`src/sv/agdc_pkg.sv`:
```
`timescale 1ns / 1ps
package agdc_pkg;

	// operand and product widths of the shared multiplier
	localparam int OPW  = 64;
	localparam int LIMB = 32;
	localparam int PW   = 128;
	localparam int MUL_STEPS = 4;

	// reciprocal divider: 2^32 / limit_factor, 33 quotient bits
	localparam int QW        = 33;
	localparam int DIV_STEPS = 33;
	localparam int DVW       = 32;

	// register file
	localparam int REG_W  = 32;
	localparam int HYST_W = 12;
	localparam int IDX_W  = 3;

	localparam logic [IDX_W-1:0] REG_TARGET = 3'd0;
	localparam logic [IDX_W-1:0] REG_HYST   = 3'd1;
	localparam logic [IDX_W-1:0] REG_LIMIT  = 3'd2;
	localparam logic [IDX_W-1:0] REG_IGAIN  = 3'd3;
	localparam logic [IDX_W-1:0] REG_DGAIN  = 3'd4;
	localparam logic [IDX_W-1:0] REG_DLIMIT = 3'd5;

	// Q16.16 arithmetic
	localparam int FRAC   = 16;
	localparam int TERM_W = 48;   // (32b * 32b) >> 16
	localparam int CORR_W = 51;   // signed correction factor

	localparam logic [REG_W-1:0]  LIMIT_RST  = 32'h0001_0000;
	localparam logic [REG_W-1:0]  DLIMIT_RST = 32'hFFFF_FFFF;
	localparam logic signed [CORR_W-1:0] CORR_ONE   = 51'sd65536;
	localparam logic signed [CORR_W-1:0] CORR_RECIP_MAX = 51'sd4294967296;

	typedef struct packed {
		logic           start;
		logic [OPW-1:0] a;
		logic [OPW-1:0] b;
	} mul_req_t;

	typedef struct packed {
		logic          done;
		logic [PW-1:0] p;
	} mul_rsp_t;

	typedef struct packed {
		logic           start;
		logic [DVW-1:0] divisor;
	} div_req_t;

	typedef struct packed {
		logic          done;
		logic [QW-1:0] quo;
	} div_rsp_t;

endpackage

```
`src/sv/agdc_mul.sv`:
```
`timescale 1ns / 1ps
module agdc_mul (
	input  logic              clk,
	input  logic              arst_n,
	input  agdc_pkg::mul_req_t req,
	output agdc_pkg::mul_rsp_t rsp
);
	import agdc_pkg::*;

	// 64x64 product from four 32x32 limb products, one per cycle
	logic [OPW-1:0]   a_q;
	logic [OPW-1:0]   b_q;
	logic [PW-1:0]    acc_q;
	logic [2:0]       step_q;
	logic             busy_q;
	logic [2*LIMB-1:0] prod_s1;
	logic [1:0]       off_s1;
	logic             prod_vld_s1;

	logic [LIMB-1:0] a_limb;
	logic [LIMB-1:0] b_limb;
	logic [1:0]      off;
	logic [PW-1:0]   addend;
	logic            done;

	assign a_limb = step_q[1] ? a_q[OPW-1:LIMB] : a_q[LIMB-1:0];
	assign b_limb = step_q[0] ? b_q[OPW-1:LIMB] : b_q[LIMB-1:0];
	assign off    = {1'b0, step_q[1]} + {1'b0, step_q[0]};

	always_comb begin
		case (off_s1)
			2'd0:    addend = {64'b0, prod_s1};
			2'd1:    addend = {32'b0, prod_s1, 32'b0};
			2'd2:    addend = {prod_s1, 64'b0};
			default: addend = '0;
		endcase
	end

	assign done = busy_q && (step_q == 3'(MUL_STEPS)) && !prod_vld_s1;

	always_ff @(posedge clk or negedge arst_n) begin
		if (!arst_n) begin
			busy_q      <= 1'b0;
			step_q      <= '0;
			prod_vld_s1 <= 1'b0;
			a_q         <= '0;
			b_q         <= '0;
			acc_q       <= '0;
			prod_s1     <= '0;
			off_s1      <= '0;
		end else if (req.start) begin
			busy_q      <= 1'b1;
			step_q      <= '0;
			prod_vld_s1 <= 1'b0;
			a_q         <= req.a;
			b_q         <= req.b;
			acc_q       <= '0;
		end else if (busy_q) begin
			if (step_q != 3'(MUL_STEPS)) begin
				prod_s1     <= a_limb * b_limb;
				off_s1      <= off;
				prod_vld_s1 <= 1'b1;
				step_q      <= step_q + 3'd1;
			end else begin
				prod_vld_s1 <= 1'b0;
			end
			if (prod_vld_s1) begin
				acc_q <= acc_q + addend;
			end
			if (done) begin
				busy_q <= 1'b0;
			end
		end
	end

	assign rsp.done = done;
	assign rsp.p    = acc_q;

endmodule

```
`config.mk`:
```
export PLATFORM = sky130hd
export DESIGN_NAME = agdc_mul
export DESIGN_NICKNAME = d
export VERILOG_FILES = /design/src/sv/agdc_pkg.sv /design/src/sv/agdc_mul.sv
export SDC_FILE = /design/constraint.sdc
export NUM_CORES = 2
export LEC_CHECK = 0
export ABC_AREA = 1
export BUFFER_PORTS_ARGS = -buffer_cell sky130_fd_sc_hd__buf_2
export CORE_ASPECT_RATIO = 0.9
export CORE_UTILIZATION = 25
export CTS_CLUSTER_DIAMETER = 150
export CTS_CLUSTER_SIZE = 28
export DETAILED_ROUTE_END_ITERATION = 8
export GPL_TIMING_DRIVEN = 1
export PLACE_DENSITY_LB_ADDON = 0.1
export SLEW_MARGIN = 30
export SYNTH_ARGS = -nofsm -noshare
export SYNTH_HDL_FRONTEND = slang
export SYNTH_SLANG_ARGS = --single-unit
```
`constraint.sdc`:
```
create_clock -name clk -period 10 [get_ports clk]
set_clock_uncertainty 0.1 [all_clocks]
set_input_delay 0 -clock clk [delete_from_list [all_inputs] [get_ports clk]]
set_output_delay 0 -clock clk [all_outputs]
set_load 0.005 [all_outputs]
```
# Yosys cells after proc, flatten, opt, wreduce, memory -nomap -nowiden
# Index checks and enable logic that the tools add are counted.
# op_classes
eq_ne	4
div_mod_pow	0
shift	0
order_cmp	0
n_mux	15
multipliers	1
n_addsub	3
bitwise	1
reduce_logical	10
# ops
op	count
2-to-1 mux 128 bit	3
case mux 128 bit (3 select lines)	1
adder 128 bit	1
multiplier 32 x 32 -> 64 bit	1
2-to-1 mux 32 bit	2
2-to-1 mux 3 bit	3
2-to-1 mux 1 bit	6
nonzero test 2 bit	3
AND reduction 2 bit	2
adder 3 x 1 -> 3 bit (second input constant)	1
equality test 3 bit (second input constant)	1
!= test 3 bit (second input constant)	1
AND reduction 3 bit	1
adder 1 x 1 -> 2 bit	1
equality test 2 x 1 -> 1 bit (second input constant)	1
equality test 2 bit (second input constant)	1
logical AND 1 bit	2
zero test 2 bit	1
zero test 1 bit	1
NOT 1 bit	1
# word_totals
n_memories	0
register_bits	327
inputBits	131
mem_bits_ro	0
ramBits	0
output_inout_bits	129
latch_bits	0

# Longest topological paths before layout
# logic_depth
depth_word	6
mapped_depth	37
depth_no_buf	34

# Least setup slack after synthesis
# Ideal clock, no wire load.
# synth_path
path_kind	register -> register
from	reg step_q[0]
to	reg prod_s1[29]
path_slack_ns	2.850
n_path_buf	3
stages_incl_launch_ff	28
setup_ns	0.130
arrival_ns	6.920
required_time_ns	9.770
path_cell_list	dfrtp_1 buf_2 buf_2 o21ai_1 clkbuf_1 nor2_1 fa_1 fa_1 fa_1 inv_1 fa_1 inv_1 fa_1 fa_1 fa_1 inv_1 fa_1 inv_1 ha_1 a21oi_1 o21ai_0 a21oi_1 inv_1 nand2_1 nand3_1 or2_2 nand3_1 o21ai_0
# synth_between
elab_chain_len	2
word_cells_on_any_way	4
# synth_rtl
element	line_no	rtl
start: declaration	agdc_mul.sv:14	logic [2:0] step_q;
start signal: assignment	agdc_mul.sv:63	step_q <= step_q + 3'd1;
2-to-1 mux 32 bit or != test 3 bit (tied branches)	agdc_mul.sv:27, agdc_mul.sv:59	
multiplier 32 x 32 -> 64 bit or AND reduction 3 bit (tied branches)	-	
end signal: assignment	agdc_mul.sv:60	prod_s1 <= a_limb * b_limb;
end: declaration	agdc_mul.sv:16	logic [2*LIMB-1:0] prod_s1;
# Parallel ways exist; a longest one is shown, timed or not.
# A chain may end at the register's enable or synchronous reset.

# Final worst setup path
# layout_path
from	reg step_q[1]
to	reg prod_s1[61]
# layout_between
elab_chain_len	2
word_cells_on_any_way	4
# layout_rtl
element	line_no
2-to-1 mux 32 bit or != test 3 bit (tied branches)	agdc_mul.sv:26, agdc_mul.sv:59
multiplier 32 x 32 -> 64 bit or AND reduction 3 bit (tied branches)	-
# Parallel ways exist; a longest one is shown, timed or not.

==> reports/metrics.cfg <==
[synthesis]
syn_nets = 10337
yosysUniqueCellTypes = 46
synthCells = 8917
synth_top_family_by_area = adder cells
synth_area_leader_cell = fa_1
ys.flop_type = dfrtp_1
yosys.area_share.simple_pct = 28.2
synth_edf_count = 0
ys_seq_elements = 327
synth_mux_area_share_pct = 0.0371
synth_top_area_share_pct = 29.6
yosys_warnings = 0
netlist_area_um2 = 60700
synth_xor_xnor_area_share_pct = 0.476
synth_seq_area_share_pct = 13.5
synth_fa_ha_area_share_pct = 37.7
synth_compound_area_share_pct = 5.45
synth_area_leaders = fa_1, nand2_1, dfrtp_1
syn_avg_cell_area_um2 = 6.81
async_flop_share_pct = 100

[critical_path]
cp.required_ns = 10.44
crit_path_start_kind = flop
crit_top_cell = fa_1
cp_slowest_stage_delay_ns = 0.79
worstSetupEndpointType = flop
crit_path_max_fanout = 40
crit_slowest_cell = dfrtp_4
path_class = flop to flop
arrival_ns = 9.80
cp-startpoint = step_q[1]
regToRegStartpoint = step_q[1]

[drt]
wl_per_cell_um = 24.5
via_per_inst = 4.63
routed_wl_um = 309000
postRouteAntennaNets = 0
num_vias = 58434
drcViolationCount = 0
initialDrtViolationCount = 5200
dr.pass1.iters = 6

[cells_and_area]
fillers = 26849
drive_gt1_share_pct = 7.57
multi_input_area_um2 = 43800
seq_area_um2 = 8190
final_nets = 10814
mostFrequentLayoutCell = nand2_1
mostFrequentLayoutCells = nand2_1, inv_1, nor2_1
area_delta_synth_final_pct = 15.9

[timing]
setup_violations = 0
setup_ws_ns = 0.641
fin_setup_tns_ns = 0
rsz0062_at_grt = false
maxSlewHeadroom_pct = 29.7
hold_viol_final = 0
tightest_slew_ns = 1.05
fmax_mhz = 107
min_period_over_period_pct = 93.6
maxSlewViolCount = 0
period_needed_ns = 9.36

[grt]
grt_pass1_wl_um = 439000
grt_pass1_vias = 58822
grt.total_usage_pct = 25.0
grt-ovfl-total = 0
grt_antenna_before_repair = 10
grt_max_degree = 133

[clocking]
cts_tree = built
cts_htree_levels = 1
cts_buffer_depth = 3
clkSlewWorstSetupHoldPaths_ns = 0.11
clock_latency_ns = 0.67
cts.sinks = 327
cts-root-buf = clkbuf_16
cts-buffers-inserted = 23

[job]
drv_cap = 0

[floorplan]
ios = 260
fp.dieArea_um2 = 245000
core_um2 = 241000
start_util_pct = 25.1
die_width_um = 521
die_h_um = 469
fp-row-count = 171

[hold_path]
worstHoldStart = req[123]
hp-class = input pin to flop

[place]
dpl_worst_slack_ns = 0.436
gp_congestion = 0.953
io_buffer_count = 259
dp_hpwl_um = 264000

[run_status]
status = finished, final reports clean

path summary, 6_finish.rpt:
check	endpoint	slack (ns)	cells after the start
worst min register to register	b_q[25]	0.38	2
worst max-delay path	prod_s1[61]	0.64	29
min in group asynchronous	acc_q[4]	0.42	4
worst min-delay path	a_q[59]	0.06	4
worst max register to register	prod_s1[61]	0.64	29
max in group asynchronous	prod_s1[57]	7.88	5
cell families after synthesis:
logic type | after synthesis
and+or+nand+nor | 4291
buffers and inverters | 2363
adders and majority gates | 1289
AOI/OAI and AO/OA | 612
DFF | 327
xor gates and xnor gates | 33
muxes | 2
stage by stage:
step / instance area, um2 / std cells / hold WS [ns] / utilization (%)
2_1_floorplan: 60700 / 8917 / -0.396 / -
4_1_cts: 70300 / 12611 / 0.000764 / 29.1
3_5_place_dp: 66400 / 12273 / -0.144 / 27.5
3_3_place_gp: 66400 / 12273 / -0.145 / 27.5
5_1_grt: 70300 / 12611 / 0.0349 / 29.1
6_report: 70300 / 12626 / 0.0643 / 29.1
per-layer routing:
layer,up-vias,wire [um],global-route usage (%)
li1,27019,-,-
met5,-,19,0
met1,29454,155000,38.3
met2,1770,131000,37.7
met3,189,16600,2.73
met4,2,6250,4.65
cell usage after synthesis (all sizes together), types with 13 or more instances:
master  number
nand2     2790
inv       2080
nor2      1136
fa         897
ha         392
dfrtp      327
o21ai      282
nand3      259
a21oi      216
clkbuf     191
buf         65
o22ai       64
nor3        36
clkinv      27
nand4       23
or2         22
xnor2       19
o21bai      17
nand3b      15
xor2        14
o31ai       13
worst max-delay path: cells and delay by family, from the launching register on:
kind	cells	cell delay [ns]
flip-flops	1	0.79
buffers and inverters	8	1.61
AND/OR/NAND/NOR	11	2.15
adder cells (fa/ha/maj)	9	4.45
AO/OA/AOI/OAI	1	0.10
flip-flops by register name, summed over array words and instances, names as in the netlist:
register / count
b_q: 64
busy_q: 1
a_q: 64
off_s1: 2
prod_vld_s1: 1
acc_q: 128
prod_s1: 64
step_q: 3
layout make-up:
type                    instances  share of cell area [%]
flip-flops and latches        327                    11.6
diodes                         15                  0.0534
well taps                    3200                    5.69
inverters                    2107                    11.2
multi-input cells            6227                    62.3
clock buffers                  26                   0.834
repair buffers                708                    7.85
clock inverters                16                   0.406
timing repair:
item | CTS | global route
setup endpoints to repair | 0 | 1
endpoints found under the hold margin | 435 | 0
resized for setup | 0 | 1
hold buffers | 296 | 0
setup buffers | 0 | 0
Power is not shown: default switching activity piles up to over one toggle a cycle in this logic, so the estimate is an artifact.
