$ cat config.mk
export PLATFORM = sky130hd
export DESIGN_NAME = agdc_div
export DESIGN_NICKNAME = d
export VERILOG_FILES = /design/src/sv/agdc_pkg.sv /design/src/sv/agdc_div.sv
export SDC_FILE = /design/constraint.sdc
export NUM_CORES = 1
export LEC_CHECK = 0
export ABC_AREA = 1
export BUFFER_PORTS_ARGS = -buffer_cell sky130_fd_sc_hd__buf_4
export CELL_PAD_IN_SITES_DETAIL_PLACEMENT = 0
export CELL_PAD_IN_SITES_GLOBAL_PLACEMENT = 1
export CORE_AREA = 2 2 132 185
export CTS_BUF_LIST = sky130_fd_sc_hd__clkbuf_2 sky130_fd_sc_hd__clkbuf_4 sky130_fd_sc_hd__clkbuf_8
export DETAILED_ROUTE_END_ITERATION = 7
export DIE_AREA = 0 0 134 187
export GPL_TIMING_DRIVEN = 1
export PLACE_DENSITY = 0.64
export SYNTH_ARGS = -nofsm -noshare
export SYNTH_HDL_FRONTEND = slang
export SYNTH_SLANG_ARGS = --single-unit
export TNS_END_PERCENT = 10
$ cat constraint.sdc
create_clock -name clk -period 4.6 [get_ports clk]
set_clock_uncertainty 0.1 [all_clocks]
set_input_delay 0.92 -clock clk [delete_from_list [all_inputs] [get_ports clk]]
set_output_delay 0.92 -clock clk [all_outputs]
set_load 0.005 [all_outputs]
$ cat src/sv/agdc_pkg.sv
`timescale 1ns / 1ps
package agdc_pkg;

	// operand and product widths of the shared multiplier
	localparam int OPW  = 64;
	localparam int LIMB = 32;
	localparam int PW   = 128;
	localparam int MUL_STEPS = 4;

	// reciprocal divider: 2^32 / limit_factor, 33 quotient bits
	localparam int QW        = 33;
	localparam int DIV_STEPS = 33;
	localparam int DVW       = 32;

	// register file
	localparam int REG_W  = 32;
	localparam int HYST_W = 12;
	localparam int IDX_W  = 3;

	localparam logic [IDX_W-1:0] REG_TARGET = 3'd0;
	localparam logic [IDX_W-1:0] REG_HYST   = 3'd1;
	localparam logic [IDX_W-1:0] REG_LIMIT  = 3'd2;
	localparam logic [IDX_W-1:0] REG_IGAIN  = 3'd3;
	localparam logic [IDX_W-1:0] REG_DGAIN  = 3'd4;
	localparam logic [IDX_W-1:0] REG_DLIMIT = 3'd5;

	// Q16.16 arithmetic
	localparam int FRAC   = 16;
	localparam int TERM_W = 48;   // (32b * 32b) >> 16
	localparam int CORR_W = 51;   // signed correction factor

	localparam logic [REG_W-1:0]  LIMIT_RST  = 32'h0001_0000;
	localparam logic [REG_W-1:0]  DLIMIT_RST = 32'hFFFF_FFFF;
	localparam logic signed [CORR_W-1:0] CORR_ONE   = 51'sd65536;
	localparam logic signed [CORR_W-1:0] CORR_RECIP_MAX = 51'sd4294967296;

	typedef struct packed {
		logic           start;
		logic [OPW-1:0] a;
		logic [OPW-1:0] b;
	} mul_req_t;

	typedef struct packed {
		logic          done;
		logic [PW-1:0] p;
	} mul_rsp_t;

	typedef struct packed {
		logic           start;
		logic [DVW-1:0] divisor;
	} div_req_t;

	typedef struct packed {
		logic          done;
		logic [QW-1:0] quo;
	} div_rsp_t;

endpackage

$ cat src/sv/agdc_div.sv
`timescale 1ns / 1ps
module agdc_div (
	input  logic              clk,
	input  logic              arst_n,
	input  agdc_pkg::div_req_t req,
	output agdc_pkg::div_rsp_t rsp
);
	import agdc_pkg::*;

	// restoring divider for 2^32 / d, one quotient bit per cycle
	logic [DVW-1:0] d_q;
	logic [DVW-1:0] rem_q;
	logic [QW-1:0]  num_q;
	logic [QW-1:0]  quo_q;
	logic [5:0]     cnt_q;
	logic           busy_q;

	logic [DVW:0] trial;
	logic [DVW:0] diff;
	logic         fits;

	assign trial = {rem_q, num_q[QW-1]};
	assign diff  = trial - {1'b0, d_q};
	assign fits  = trial >= {1'b0, d_q};

	always_ff @(posedge clk or negedge arst_n) begin
		if (!arst_n) begin
			busy_q <= 1'b0;
			cnt_q  <= '0;
			d_q    <= '0;
			rem_q  <= '0;
			num_q  <= '0;
			quo_q  <= '0;
		end else if (req.start) begin
			busy_q <= 1'b1;
			cnt_q  <= 6'(DIV_STEPS);
			d_q    <= req.divisor;
			rem_q  <= '0;
			num_q  <= {1'b1, {(QW-1){1'b0}}};
			quo_q  <= '0;
		end else if (busy_q) begin
			if (cnt_q != '0) begin
				rem_q <= fits ? diff[DVW-1:0] : trial[DVW-1:0];
				quo_q <= {quo_q[QW-2:0], fits};
				num_q <= {num_q[QW-2:0], 1'b0};
				cnt_q <= cnt_q - 6'd1;
			end else begin
				busy_q <= 1'b0;
			end
		end
	end

	assign rsp.done = busy_q && (cnt_q == '0);
	assign rsp.quo  = quo_q;

endmodule

# After elaboration in Yosys (flattened, before gate mapping)
# Index checks and enable logic that the tools add are counted.
# W data, S select, Z words.
dict set report word_totals {
  reg_bits 137
  inputBits 35
  out_inout_bits 34
}
dict set report op_classes {
  addsub 2
  n_lt_le_gt_ge 1
  n_mux 16
  reduce_logical 6
}
# operator count
set ops {}
lappend ops {{$mux W33} 6}
lappend ops {{$mux W32} 4}
lappend ops {{$ge A33 B32 Y1} 1}
lappend ops {{$sub A32 B32 Y32} 1}
lappend ops {{$mux W6} 3}
lappend ops {{$logic_not A6 Y1} 1}
lappend ops {{$reduce_bool A6 Y1} 1}
lappend ops {{$sub A6 B1 Y6 const B} 1}
lappend ops {{$reduce_bool A2 Y1} 2}
lappend ops {{$mux W1} 3}
lappend ops {{$reduce_and A2 Y1} 1}
lappend ops {{$logic_and A1 B1 Y1} 1}

# Depth between registers and ports, before layout
# Gate-level depths: netlist (run 1).
dict set report logic_depth {
  depth_word 5
  mapped_depth 16
}

# Least setup slack after synthesis (run 1)
# Ideal clock, no wire load.
dict set report synth_timing {
  path_kind {register to register}
  start {reg rem_q[18]}
  end {reg rem_q[12]}
  t_arrival_ns 1.817
  required_time_ns 4.370
  slack_ns 2.553
  stages_incl_launch_ff 15
  path_buffers 1
  period_less_slack_ns 2.047
  cell_sequence {dfrtp_1 -> ha_1 -> nand2_2 -> inv_2 -> nand2_1 -> nand2_1 -> nand2_1 -> nand2_1 -> nand2_1 -> nand3_2 -> nor2_8 -> buf_2 -> nand3_1 -> nand3_1 -> o21ai_1}
}
dict set report synth_via {
  elab_chain_cells 5
}
# element line
set synth_rtl {}
lappend synth_rtl {{start, declared} agdc_div.sv:12} ;# logic [DVW-1:0] rem_q;
lappend synth_rtl {{start signal, assigned} agdc_div.sv:43} ;# rem_q <= fits ? diff[DVW-1:0] : trial[DVW-1:0];
lappend synth_rtl {{$ge A33 B32 Y1} agdc_div.sv:24} ;# assign fits = trial >= {1'b0, d_q};
lappend synth_rtl {{$mux W32} agdc_div.sv:43}
lappend synth_rtl {{$mux W32} agdc_div.sv:42} ;# if (cnt_q != '0) begin
lappend synth_rtl {{$mux W32} agdc_div.sv:41} ;# end else if (busy_q) begin
lappend synth_rtl {{$mux W32} agdc_div.sv:34} ;# end else if (req.start) begin
# No other way between the ends. The select of a mux whose other input is x is not followed.
# A chain may end at the register's enable or synchronous reset.

# Final worst setup path (run 1)
dict set report layout_timing {
  start {reg rem_q[25]}
  end {reg rem_q[28]}
}
dict set report layout_via {
  elab_chain_cells 5
  word_cells_on_any_way 6
}
# element line
set layout_rtl {}
lappend layout_rtl {{$sub A32 B32 Y32 or $ge A33 B32 Y1 (tied branches)} {agdc_div.sv:23, agdc_div.sv:24}}
lappend layout_rtl {{$mux W32 *} agdc_div.sv:43}
lappend layout_rtl {{$mux W32 *} agdc_div.sv:42}
lappend layout_rtl {{$mux W32 *} agdc_div.sv:41}
lappend layout_rtl {{$mux W32 *} agdc_div.sv:34}
# Mark *: on every way between the ends. The rest lies on a longest branch, timed or not. The select of a mux whose other input is x is not followed.

==> summary.log, run 1 <==
qor: status.outcome finished, final reports clean
qor: timing.post-route-min-period 2.79 ns
qor: floorplanning.rows 67
qor: clocking.ctsHtreeMaxLevel 3
qor: timing.finalHoldWorstSlack 0.400 ns
qor: pwr.internal_power 2.10 mW
qor: setup_path.worst-setup-path-type reg2reg
qor: pwr.clockPowerShare 15.2%
qor: yosys.syn_nets 1,073
qor: floorplanning.core_area 23,600 sq um
qor: finish.layout.cells.most_common_list sky130_fd_sc_hd__nand2_1 (322), sky130_fd_sc_hd__inv_1 (193), sky130_fd_sc_hd__dfrtp_1 (105)
qor: clocking.postCtsSetupRepairBufs 0
qor: drt.detailroute.via_count 6,260
qor: yosys.synth-async-reset-ratio 100%
qor: timing.setup-violations-final 0
qor: clocking.clock_slew_at_the_register_clock_pins_of_the_worst_setup_and_hold_paths 0.12 ns
qor: setup_path.cpMaxStageDelayCell sky130_fd_sc_hd__dfrtp_1
qor: finish.layout.cells.non_filler 1,375
qor: setup_path.critPathCaptureType flop
qor: drt.drcViolationCount 0
qor: place.dpl.hpwl 15,800 um
qor: clocking.clock_latency 0.41 ns
qor: finish.num_antenna_cells 0
qor: floorplanning.ios 69
qor: drt.wirelength 20,900 um
qor: global_routing.first_pass_grt_wire_length 34,000 um
qor: timing.rsz0062_at_grt false
qor: yosys.synthesis.area_per_instance 6.89 sq um
qor: pwr.p_sw 2.12 mW
qor: setup_path.worst_path_largest_cell_delay 0.45 ns
qor: setup_path.crit_fanout 33
qor: timing.tightestPinTransition 1.06 ns
qor: yosys.post_synthesis_cell_area 6910 sq um
qor: yosys.synth_cell_type_count 35
qor: drt.route.detailed.wl_per_inst 15.2 um
qor: global_routing.grt_overflow_total 0
qor: global_routing.groute.usage.overall 17.2%
qor: global_routing.antenna_found_initial 0
qor: clocking.cts.root.buffer_cell sky130_fd_sc_hd__clkbuf_8
qor: place.placed_cells 1,359
qor: floorplanning.dieArea 25,100 sq um
qor: place.placer_congestion 0.876
qor: place.dpl_cell_area 7710 sq um
qor: timing.final_critical_path_setup_slack 1.81 ns
qor: place.pre_cts_ws 1.81 ns
qor: drt.detail_route.vias_per_cell 4.55
qor: clocking.holdBufCountCts 0
qor: pwr.power.share.sequential 28.3%
qor: global_routing.maximum_number_of_pins_on_one_net_before_global_route_repair 82
qor: drt.drt_first_pass_iters 5
qor: pwr.power.share.switching 50.2%
qor: yosys.ys_warn_count 0
qor: timing.hold_viol_final 0
qor: pwr.power.leakage 4.27 nW
qor: floorplanning.chipHeight 187 um
qor: timing.final-max-slew-violation-count 0
qor: drt.detail-route-antenna-nets 0
qor: clocking.tritoncts.num_buffers 9
qor: setup_path.worst-endpoint-required 4.80 ns
qor: finish.combined_area_of_the_multi_input_logic_cells 3390 sq um
qor: timing.post-route-period-util 60.6%
qor: place.numPortBuffers 68
qor: setup_path.crit_top_cell sky130_fd_sc_hd__nand2_1
qor: timing.setup_tns 0 ns
qor: finish.fillCellCount 2,615
qor: finish.fin_area 7930 sq um
qor: yosys.ys_seq_area_share 38.0%
qor: yosys.ys_ff_latch 105
qor: drt.drt-initial-drc-count 247
qor: pwr.pwr-share-comb 56.5%
qor: finish.syn2layout_area_growth 14.7%
qor: yosys.netlist_instances 1,003
qor: pwr.power_per_cell_area 532 nW/um^2
qor: yosys.synth_flop_cell sky130_fd_sc_hd__dfrtp_1
qor: timing.fmax 359 MHz
qor: finish.fin_nets 1,130
qor: floorplanning.die-width 134 um
qor: clocking.clock-sinks 105
qor: job.max_cap_violations 0
qor: finish.seqCellArea 2630 sq um
qor: timing.slew_headroom 29.4%
qor: setup_path.crit_chain ha_1 -> nand2_1 -> nor2_1 -> nand2_1 -> nor2_1 -> nand3_1 -> nand3_2 -> nor2_8 -> nand2_8 -> nand2_2 -> nand2_1 -> nand2_1 -> nand2_1
qor: pwr.ir_worst_vdd 165 uV
qor: clocking.cts_tree yes
qor: finish.final_layout_size_suffix_gt1_share 11.4%
qor: clocking.cts_max_path_buffers 2
qor: setup_path.worst_ep_arrival_time 2.99 ns
qor: worst_hold_path.timing.hold.worst.class reg2reg
qor: global_routing.via_count_of_the_first_global_routing_pass 6,492
qor: floorplanning.start_util 29.3%
qor: clocking.cts.repair.resized 0
qor: finish.mostFrequentLayoutCell sky130_fd_sc_hd__nand2_1
qor: yosys.edff_count_synth 0
qor: setup_path.critical_path.startpoint_type flop
-- registers in the layout (all words and copies together) (netlist names) --
register,flops
quo_q,33
cnt_q,6
rem_q,32
busy_q,1
num_q,1
d_q,32
-- final cells by class --
| type | count | area share [%] |
|---|---|---|
| clock inverters | 7 | 1.15 |
| multi-input cells | 670 | 42.8 |
| clock buffers | 9 | 1.56 |
| well taps | 310 | 4.89 |
| flip-flops and latches | 105 | 33.1 |
| repair buffers | 73 | 6.91 |
| inverters | 201 | 9.52 |
-- path summary, 6_finish.rpt --
kind,from,slack [ns],to,depth (start not counted)
max,rem_q[25],1.81,rem_q[28],13
min,cnt_q[5],0.40,cnt_q[5],2
max reg2reg,rem_q[25],1.81,rem_q[28],13
min reg2reg,cnt_q[5],0.40,cnt_q[5],2
max in group asynchronous,arst_n,2.85,d_q[14],2
min in group asynchronous,arst_n,0.57,quo_q[19],1
-- synthesized netlist by cell type (2+ instances only) --
cell	count	area, sq um
sky130_fd_sc_hd__nand2_2	9	56.3
sky130_fd_sc_hd__nor2_2	6	37.5
sky130_fd_sc_hd__a21oi_1	21	105
sky130_fd_sc_hd__buf_6	3	33.8
sky130_fd_sc_hd__nand2_1	322	1210
sky130_fd_sc_hd__nor2_1	49	184
sky130_fd_sc_hd__o22ai_1	32	200
sky130_fd_sc_hd__nand4_1	8	50.1
sky130_fd_sc_hd__inv_1	193	724
sky130_fd_sc_hd__o21ai_0	44	220
sky130_fd_sc_hd__or2_2	2	12.5
sky130_fd_sc_hd__o21bai_1	3	22.5
sky130_fd_sc_hd__clkbuf_1	14	52.6
sky130_fd_sc_hd__ha_1	34	425
sky130_fd_sc_hd__inv_2	7	26.3
sky130_fd_sc_hd__nand3_1	82	410
sky130_fd_sc_hd__xnor2_1	13	114
sky130_fd_sc_hd__dfrtp_1	105	2630
sky130_fd_sc_hd__nand3_2	2	20.0
sky130_fd_sc_hd__buf_2	9	45.0
sky130_fd_sc_hd__o21ai_1	13	65.1
sky130_fd_sc_hd__nor4_1	2	12.5
sky130_fd_sc_hd__nand3b_1	11	82.6
sky130_fd_sc_hd__nor3_1	8	40.0
-- per-layer routing --
layer  up-vias  global-route usage, %  wire length (um)
met5         -                      0                 0
met4         0                   7.32               659
met3        32                   1.87               635
met2       130                   31.2             10700
met1      2871                   20.4              8940
li1       3227                      -                 -
-- through the flow --
step           utilization, %  power, mW
3_3_place_gp             32.7       3.62
4_1_cts                  33.7       4.28
2_1_floorplan               -       2.98
5_1_grt                  33.7       4.63
3_5_place_dp             32.7       3.61
6_report                 33.7       4.22
-- worst max-delay path, delay by kind of cell, from the launching register on --
| kind | cells | cell delay, ns |
|---|---|---|
| adders and majority gates | 1 | 0.39 |
| DFF | 1 | 0.45 |
| and+or+nand+nor | 12 | 1.71 |
-- power groups by stage --
stage | sequential (mW) | combinational [mW] | clock, mW
2_1_floorplan | 1.18 | 1.80 | 0
3_3_place_gp | 1.21 | 2.42 | 0
3_5_place_dp | 1.21 | 2.40 | 0
4_1_cts | 1.20 | 2.41 | 0.670
5_1_grt | 1.22 | 2.72 | 0.695
6_report | 1.19 | 2.38 | 0.642
-- cell families after synthesis --
logic type | synth area share [%]
AND/OR/NAND/NOR | 31.9
buffers and inverters | 12.9
AO/OA/AOI/OAI | 8.96
flip-flops | 38.0
adder cells (fa/ha/maj) | 6.45
XOR/XNOR | 1.77
Note: power is estimated with default switching activity, not from simulation.
==> run 2: changes to the inputs <==
ABC_AREA = 0   (was 1)
CORE_AREA = 2 2 126 177   (was 2 2 132 185)
DIE_AREA = 0 0 128 179   (was 0 0 134 187)
clock period = 2.55 ns   (was 4.6 ns; I/O delays follow)
==> run 2 against run 1 <==
The flow now finishes with violations (negative setup slack). Global-route usage decreased by 1.4 points. Routed wire length decreased by 16%. Cell area increased by 9.5%. Worst hold slack got worse by 0.19 ns. Register-to-register slack got worse by 2.2 ns. Power increased by 47%. Count of clock-buffer cells in the layout increased by 1. Combinational power increased by 28%.
==> summary.log, run 2 <==
qor: drt.drt_first_pass_iters 4 [was 5]
qor: clocking.ctsHtreeMaxLevel 3 [unchanged]
qor: timing.post-route-period-util 114% [was 60.6%]
qor: place.pre_cts_ws -0.552 ns [was 1.81 ns]
qor: drt.detailroute.via_count 5,809 [was 6,260]
qor: yosys.post_synthesis_cell_area 6340 sq um [was 6910 sq um]
qor: place.placer_congestion 0.849 [was 0.876]
qor: timing.final_critical_path_setup_slack -0.355 ns [was 1.81 ns]
qor: finish.fin_nets 1,001 [was 1,130]
qor: status.violations negative setup slack
qor: timing.final-max-slew-violation-count 0 [unchanged]
qor: setup_path.cpMaxStageDelayCell sky130_fd_sc_hd__a2111o_1 [was sky130_fd_sc_hd__dfrtp_1]
qor: setup_path.crit_fanout 15 [was 33]
qor: setup_path.worst_path_largest_cell_delay 0.43 ns [was 0.45 ns]
qor: pwr.p_sw 2.36 mW [was 2.12 mW]
qor: setup_path.crit_chain inv_2 -> ha_4 -> a21o_1 -> a221o_1 -> a2111o_1 -> o21ai_4 -> a2111oi_4 -> o21ai_2 -> buf_6 -> nor4b_1 -> o31a_1 [was ha_1 -> nand2_1 -> nor2_1 -> nand2_1 -> nor2_1 -> nand3_1 -> nand3_2 -> nor2_8 -> nand2_8 -> nand2_2 -> nand2_1 -> nand2_1 -> nand2_1]
qor: yosys.ys_seq_area_share 41.5% [was 38.0%]
qor: yosys.synth.largest_area_cell sky130_fd_sc_hd__dfrtp_1 [unchanged]
qor: drt.route.detailed.wl_per_inst 14.6 um [was 15.2 um]
qor: pwr.power.leakage 4.22 nW [was 4.27 nW]
qor: worst_hold_path.holdPathStages 3 [was 2]
qor: yosys.synth_flop_cell sky130_fd_sc_hd__dfrtp_1 [unchanged]
qor: finish.num_antenna_cells 0 [unchanged]
qor: drt.detail-route-antenna-nets 0 [unchanged]
qor: setup_path.worst-endpoint-required 2.73 ns [was 4.80 ns]
qor: yosys.synth.top_cells.by_area sky130_fd_sc_hd__dfrtp_1 (41%), sky130_fd_sc_hd__nand2_1 (8.0%), sky130_fd_sc_hd__ha_1 (6.7%) [was sky130_fd_sc_hd__dfrtp_1 (38%), sky130_fd_sc_hd__nand2_1 (17%), sky130_fd_sc_hd__inv_1 (10%)]
qor: yosys.netlist_instances 740 [was 1,003]
qor: pwr.power_per_cell_area 712 nW/um^2 [was 532 nW/um^2]
qor: place.dpl.hpwl 12,900 um [was 15,800 um]
qor: pwr.power.share.sequential 32.3% [was 28.3%]
qor: yosys.synth_cell_type_count 56 [was 35]
qor: yosys.syn_nets 810 [was 1,073]
qor: global_routing.antenna_found_initial 0 [unchanged]
qor: setup_path.cpLargestDelayFamily compound AO/OA/AOI/OAI gates [was simple AND/OR/NAND/NOR gates]
qor: timing.hold_viol_final 0 [unchanged]
qor: worst_hold_path.hold-path-endpoint d_q[5] [was cnt_q[5]]
qor: timing.slew_headroom 54.4% [was 29.4%]
qor: finish.fillCellCount 2,243 [was 2,615]
qor: clocking.cts_max_path_buffers 2 [unchanged]
qor: pwr.power.share.switching 38.2% [was 50.2%]
qor: yosys.synth.most_common_cell sky130_fd_sc_hd__nand2_1 [unchanged]
qor: clocking.tritoncts.num_buffers 9 [unchanged]
qor: timing.post-route-min-period 2.91 ns [was 2.79 ns]
qor: pwr.internal_power 3.82 mW [was 2.10 mW]
qor: yosys.edff_count_synth 0 [unchanged]
qor: job.max_cap_violations 0 [unchanged]
qor: timing.setup-violations-final 33 [was 0]
qor: floorplanning.dieArea 22,900 sq um [was 25,100 sq um]
qor: drt.drt-initial-drc-count 205 [was 247]
qor: setup_path.critPathCaptureType flop [unchanged]
qor: worst_hold_path.hold_path_startpoint req[5] [was cnt_q[5]]
qor: floorplanning.ios 69 [unchanged]
qor: clocking.clock-sinks 105 [unchanged]
qor: place.dpl_cell_area 8240 sq um [was 7710 sq um]
qor: floorplanning.die-width 128 um [was 134 um]
qor: finish.layout.cells.most_common_list sky130_fd_sc_hd__buf_4 (208), sky130_fd_sc_hd__nand2_1 (134), sky130_fd_sc_hd__dfrtp_1 (105) [was sky130_fd_sc_hd__nand2_1 (322), sky130_fd_sc_hd__inv_1 (193), sky130_fd_sc_hd__dfrtp_1 (105)]
qor: place.numPortBuffers 68 [unchanged]
qor: finish.fin_area 8680 sq um [was 7930 sq um]
qor: yosys.synth_largest_type_area_fraction 41.5% [was 38.0%]
qor: drt.drcViolationCount 0 [unchanged]
qor: timing.rsz0062_at_grt true [was false]
qor: worst_hold_path.timing.hold.worst.class in2reg [was reg2reg]
qor: global_routing.via_count_of_the_first_global_routing_pass 5,898 [was 6,492]
qor: floorplanning.rows 64 [was 67]
qor: global_routing.maximum_number_of_pins_on_one_net_before_global_route_repair 65 [was 82]
qor: setup_path.critical_path.startpoint_type flop [unchanged]
qor: pwr.pwr-share-comb 49.4% [was 56.5%]
qor: status.outcome finished with violations [was finished, final reports clean]
qor: timing.tightestPinTransition 0.683 ns [was 1.06 ns]
qor: yosys.ys_ff_latch 105 [unchanged]
qor: global_routing.groute.usage.overall 15.8% [was 17.2%]
qor: floorplanning.core_area 21,500 sq um [was 23,600 sq um]
qor: finish.largest_register_ffs 33 [unchanged]
qor: yosys.synth-async-reset-ratio 100% [unchanged]
qor: yosys.ys_warn_count 0 [unchanged]
qor: setup_path.worst_ep_arrival_time 3.09 ns [was 2.99 ns]
qor: floorplanning.chipHeight 179 um [was 187 um]
qor: timing.fmax 344 MHz [was 359 MHz]
qor: setup_path.worst-setup-path-type reg2reg [unchanged]
qor: setup_path.crit_buf_inv 2 [was 0]
qor: pwr.clockPowerShare 18.3% [was 15.2%]
qor: global_routing.grt_overflow_total 0 [unchanged]
qor: finish.final_layout_size_suffix_gt1_share 29.8% [was 11.4%]
qor: clocking.clock_latency 0.40 ns [was 0.41 ns]
qor: setup_path.setup.reg_to_reg.worst_slack -0.36 ns [was 1.81 ns]
qor: finish.top_regs quo_q: 33 flops, d_q: 32 flops, rem_q: 32 flops [unchanged]
qor: finish.largest_register quo_q [unchanged]
qor: yosys.synth.cells.most_frequent sky130_fd_sc_hd__nand2_1 (135), sky130_fd_sc_hd__dfrtp_1 (105), sky130_fd_sc_hd__nor2_1 (60), sky130_fd_sc_hd__a21oi_1 (59), sky130_fd_sc_hd__o21ai_0 (45) [was sky130_fd_sc_hd__nand2_1 (322), sky130_fd_sc_hd__inv_1 (193), sky130_fd_sc_hd__dfrtp_1 (105), sky130_fd_sc_hd__nand3_1 (82), sky130_fd_sc_hd__nor2_1 (49)]
qor: global_routing.first_pass_grt_wire_length 28,900 um [was 34,000 um]
qor: finish.syn2layout_area_growth 37.0% [was 14.7%]
qor: setup_path.timing.reg2reg.worst_path_depth 11 [was 13]
qor: setup_path.regToRegEndpoint rem_q[23] [was rem_q[28]]
qor: yosys.synthesis.area_per_instance 8.56 sq um [was 6.89 sq um]
qor: drt.detail_route.vias_per_cell 4.84 [was 4.55]
qor: drt.wirelength 17,500 um [was 20,900 um]
qor: clocking.clock_slew_at_the_register_clock_pins_of_the_worst_setup_and_hold_paths 0.11 ns [was 0.12 ns]
qor: pwr.ir_worst_vdd 264 uV [was 165 uV]
qor: clocking.cts.root.buffer_cell sky130_fd_sc_hd__clkbuf_8 [unchanged]
qor: setup_path.worst_r2r_startpoint d_q[7] [was rem_q[25]]
qor: floorplanning.start_util 29.5% [was 29.3%]
qor: clocking.cts_tree yes [unchanged]
qor: finish.mostFrequentLayoutCell sky130_fd_sc_hd__buf_4 [was sky130_fd_sc_hd__nand2_1]
## run 2: changes by cell type in the layout (fill, tap and decap cells not counted), moves of 31 or more
cell / delta
sky130_fd_sc_hd__a21oi_1: +35
sky130_fd_sc_hd__nand3_1: -76
sky130_fd_sc_hd__inv_1: -157
sky130_fd_sc_hd__nand2_1: -188
sky130_fd_sc_hd__buf_4: +135
sky130_fd_sc_hd__o22ai_1: -31
## run 2: cell type report
type,count,area (sq um),share of cell area (%)
Tap cell,264,330,3.80
Sequential cell,105,2630,30.3
Clock buffer,10,131,1.51
Multi-Input combinational cell,554,3600,41.5
Clock inverter,6,75.1,0.865
Timing Repair Buffer,222,1770,20.4
Inverter,39,146,1.69
## run 2: stage by stage
| stage | TNS (ns) | cells | util [%] | power [mW] | hold slack, ns |
|---|---|---|---|---|---|
| finish | -9.06 | 1200 | 40.5 | 6.18 | 0.212 |
| global route | -13.43 | 1200 | 40.5 | 6.65 | 0.197 |
| CTS | -10.29 | 1199 | 40.0 | 6.18 | 0.195 |
| detailed placement | -11.91 | 1177 | 38.4 | 4.96 | 0.361 |
| global placement | -10.55 | 1177 | 38.4 | 4.96 | 0.357 |
| floorplan | -6.07 | 740 | - | 3.73 | 0.114 |
## run 2: timing repair
action                                 CTS  global route
gates cloned                             0             0
gates resized for setup                 22            15
pin swaps                               11             5
endpoints found under the hold margin   24             0
setup buffers                            5             1
hold buffers                             1             0
setup endpoints to repair               33            34
## run 2: worst max path at each step
stage,startpoint,endpoint,cells past startpoint
CTS,d_q[8],rem_q[23],11
global route,d_q[7],rem_q[23],11
detailed placement,d_q[1],rem_q[29],11
finish,d_q[7],rem_q[23],11
global placement,d_q[1],rem_q[29],11
floorplan,d_q[8],rem_q[13],12
## run 2: routing by layer
metal	part of all wire, %	GRT usage (%)	wire length [um]
met3	2.0	2.27	354
met2	53	29.2	9250
met5	0	0	0
met4	1.9	4.95	325
met1	43	18.7	7580
## run 2: worst reg2reg max path, delay by kind of cell (launching register included)
kind,cells,cell delay (ns)
simple gates,1,0.08
buf+inv,2,0.29
compound gates,7,1.76
flops,1,0.38
fa+ha+maj,1,0.20
## run 2: power by group through the flow
stage	clock [mW]	sequential [mW]	combinational, mW
final	1.13	2.00	3.05
after floorplan	0	2.01	1.72
after detailed placement	0	2.03	2.93
after CTS	1.17	1.99	3.02
after global routing	1.24	2.02	3.39
after global placement	0	2.02	2.94
## run 2: cell families after synthesis
family                     after synthesis  synth area share [%]
adders and majority gates               35                  7.03
buffers and inverters                   81                  5.15
AOI/OAI and AO/OA                      208                  21.6
xor gates and xnor gates                27                  3.73
DFF                                    105                  41.5
muxes                                   12                  1.92
and+or+nand+nor                        272                  19.1
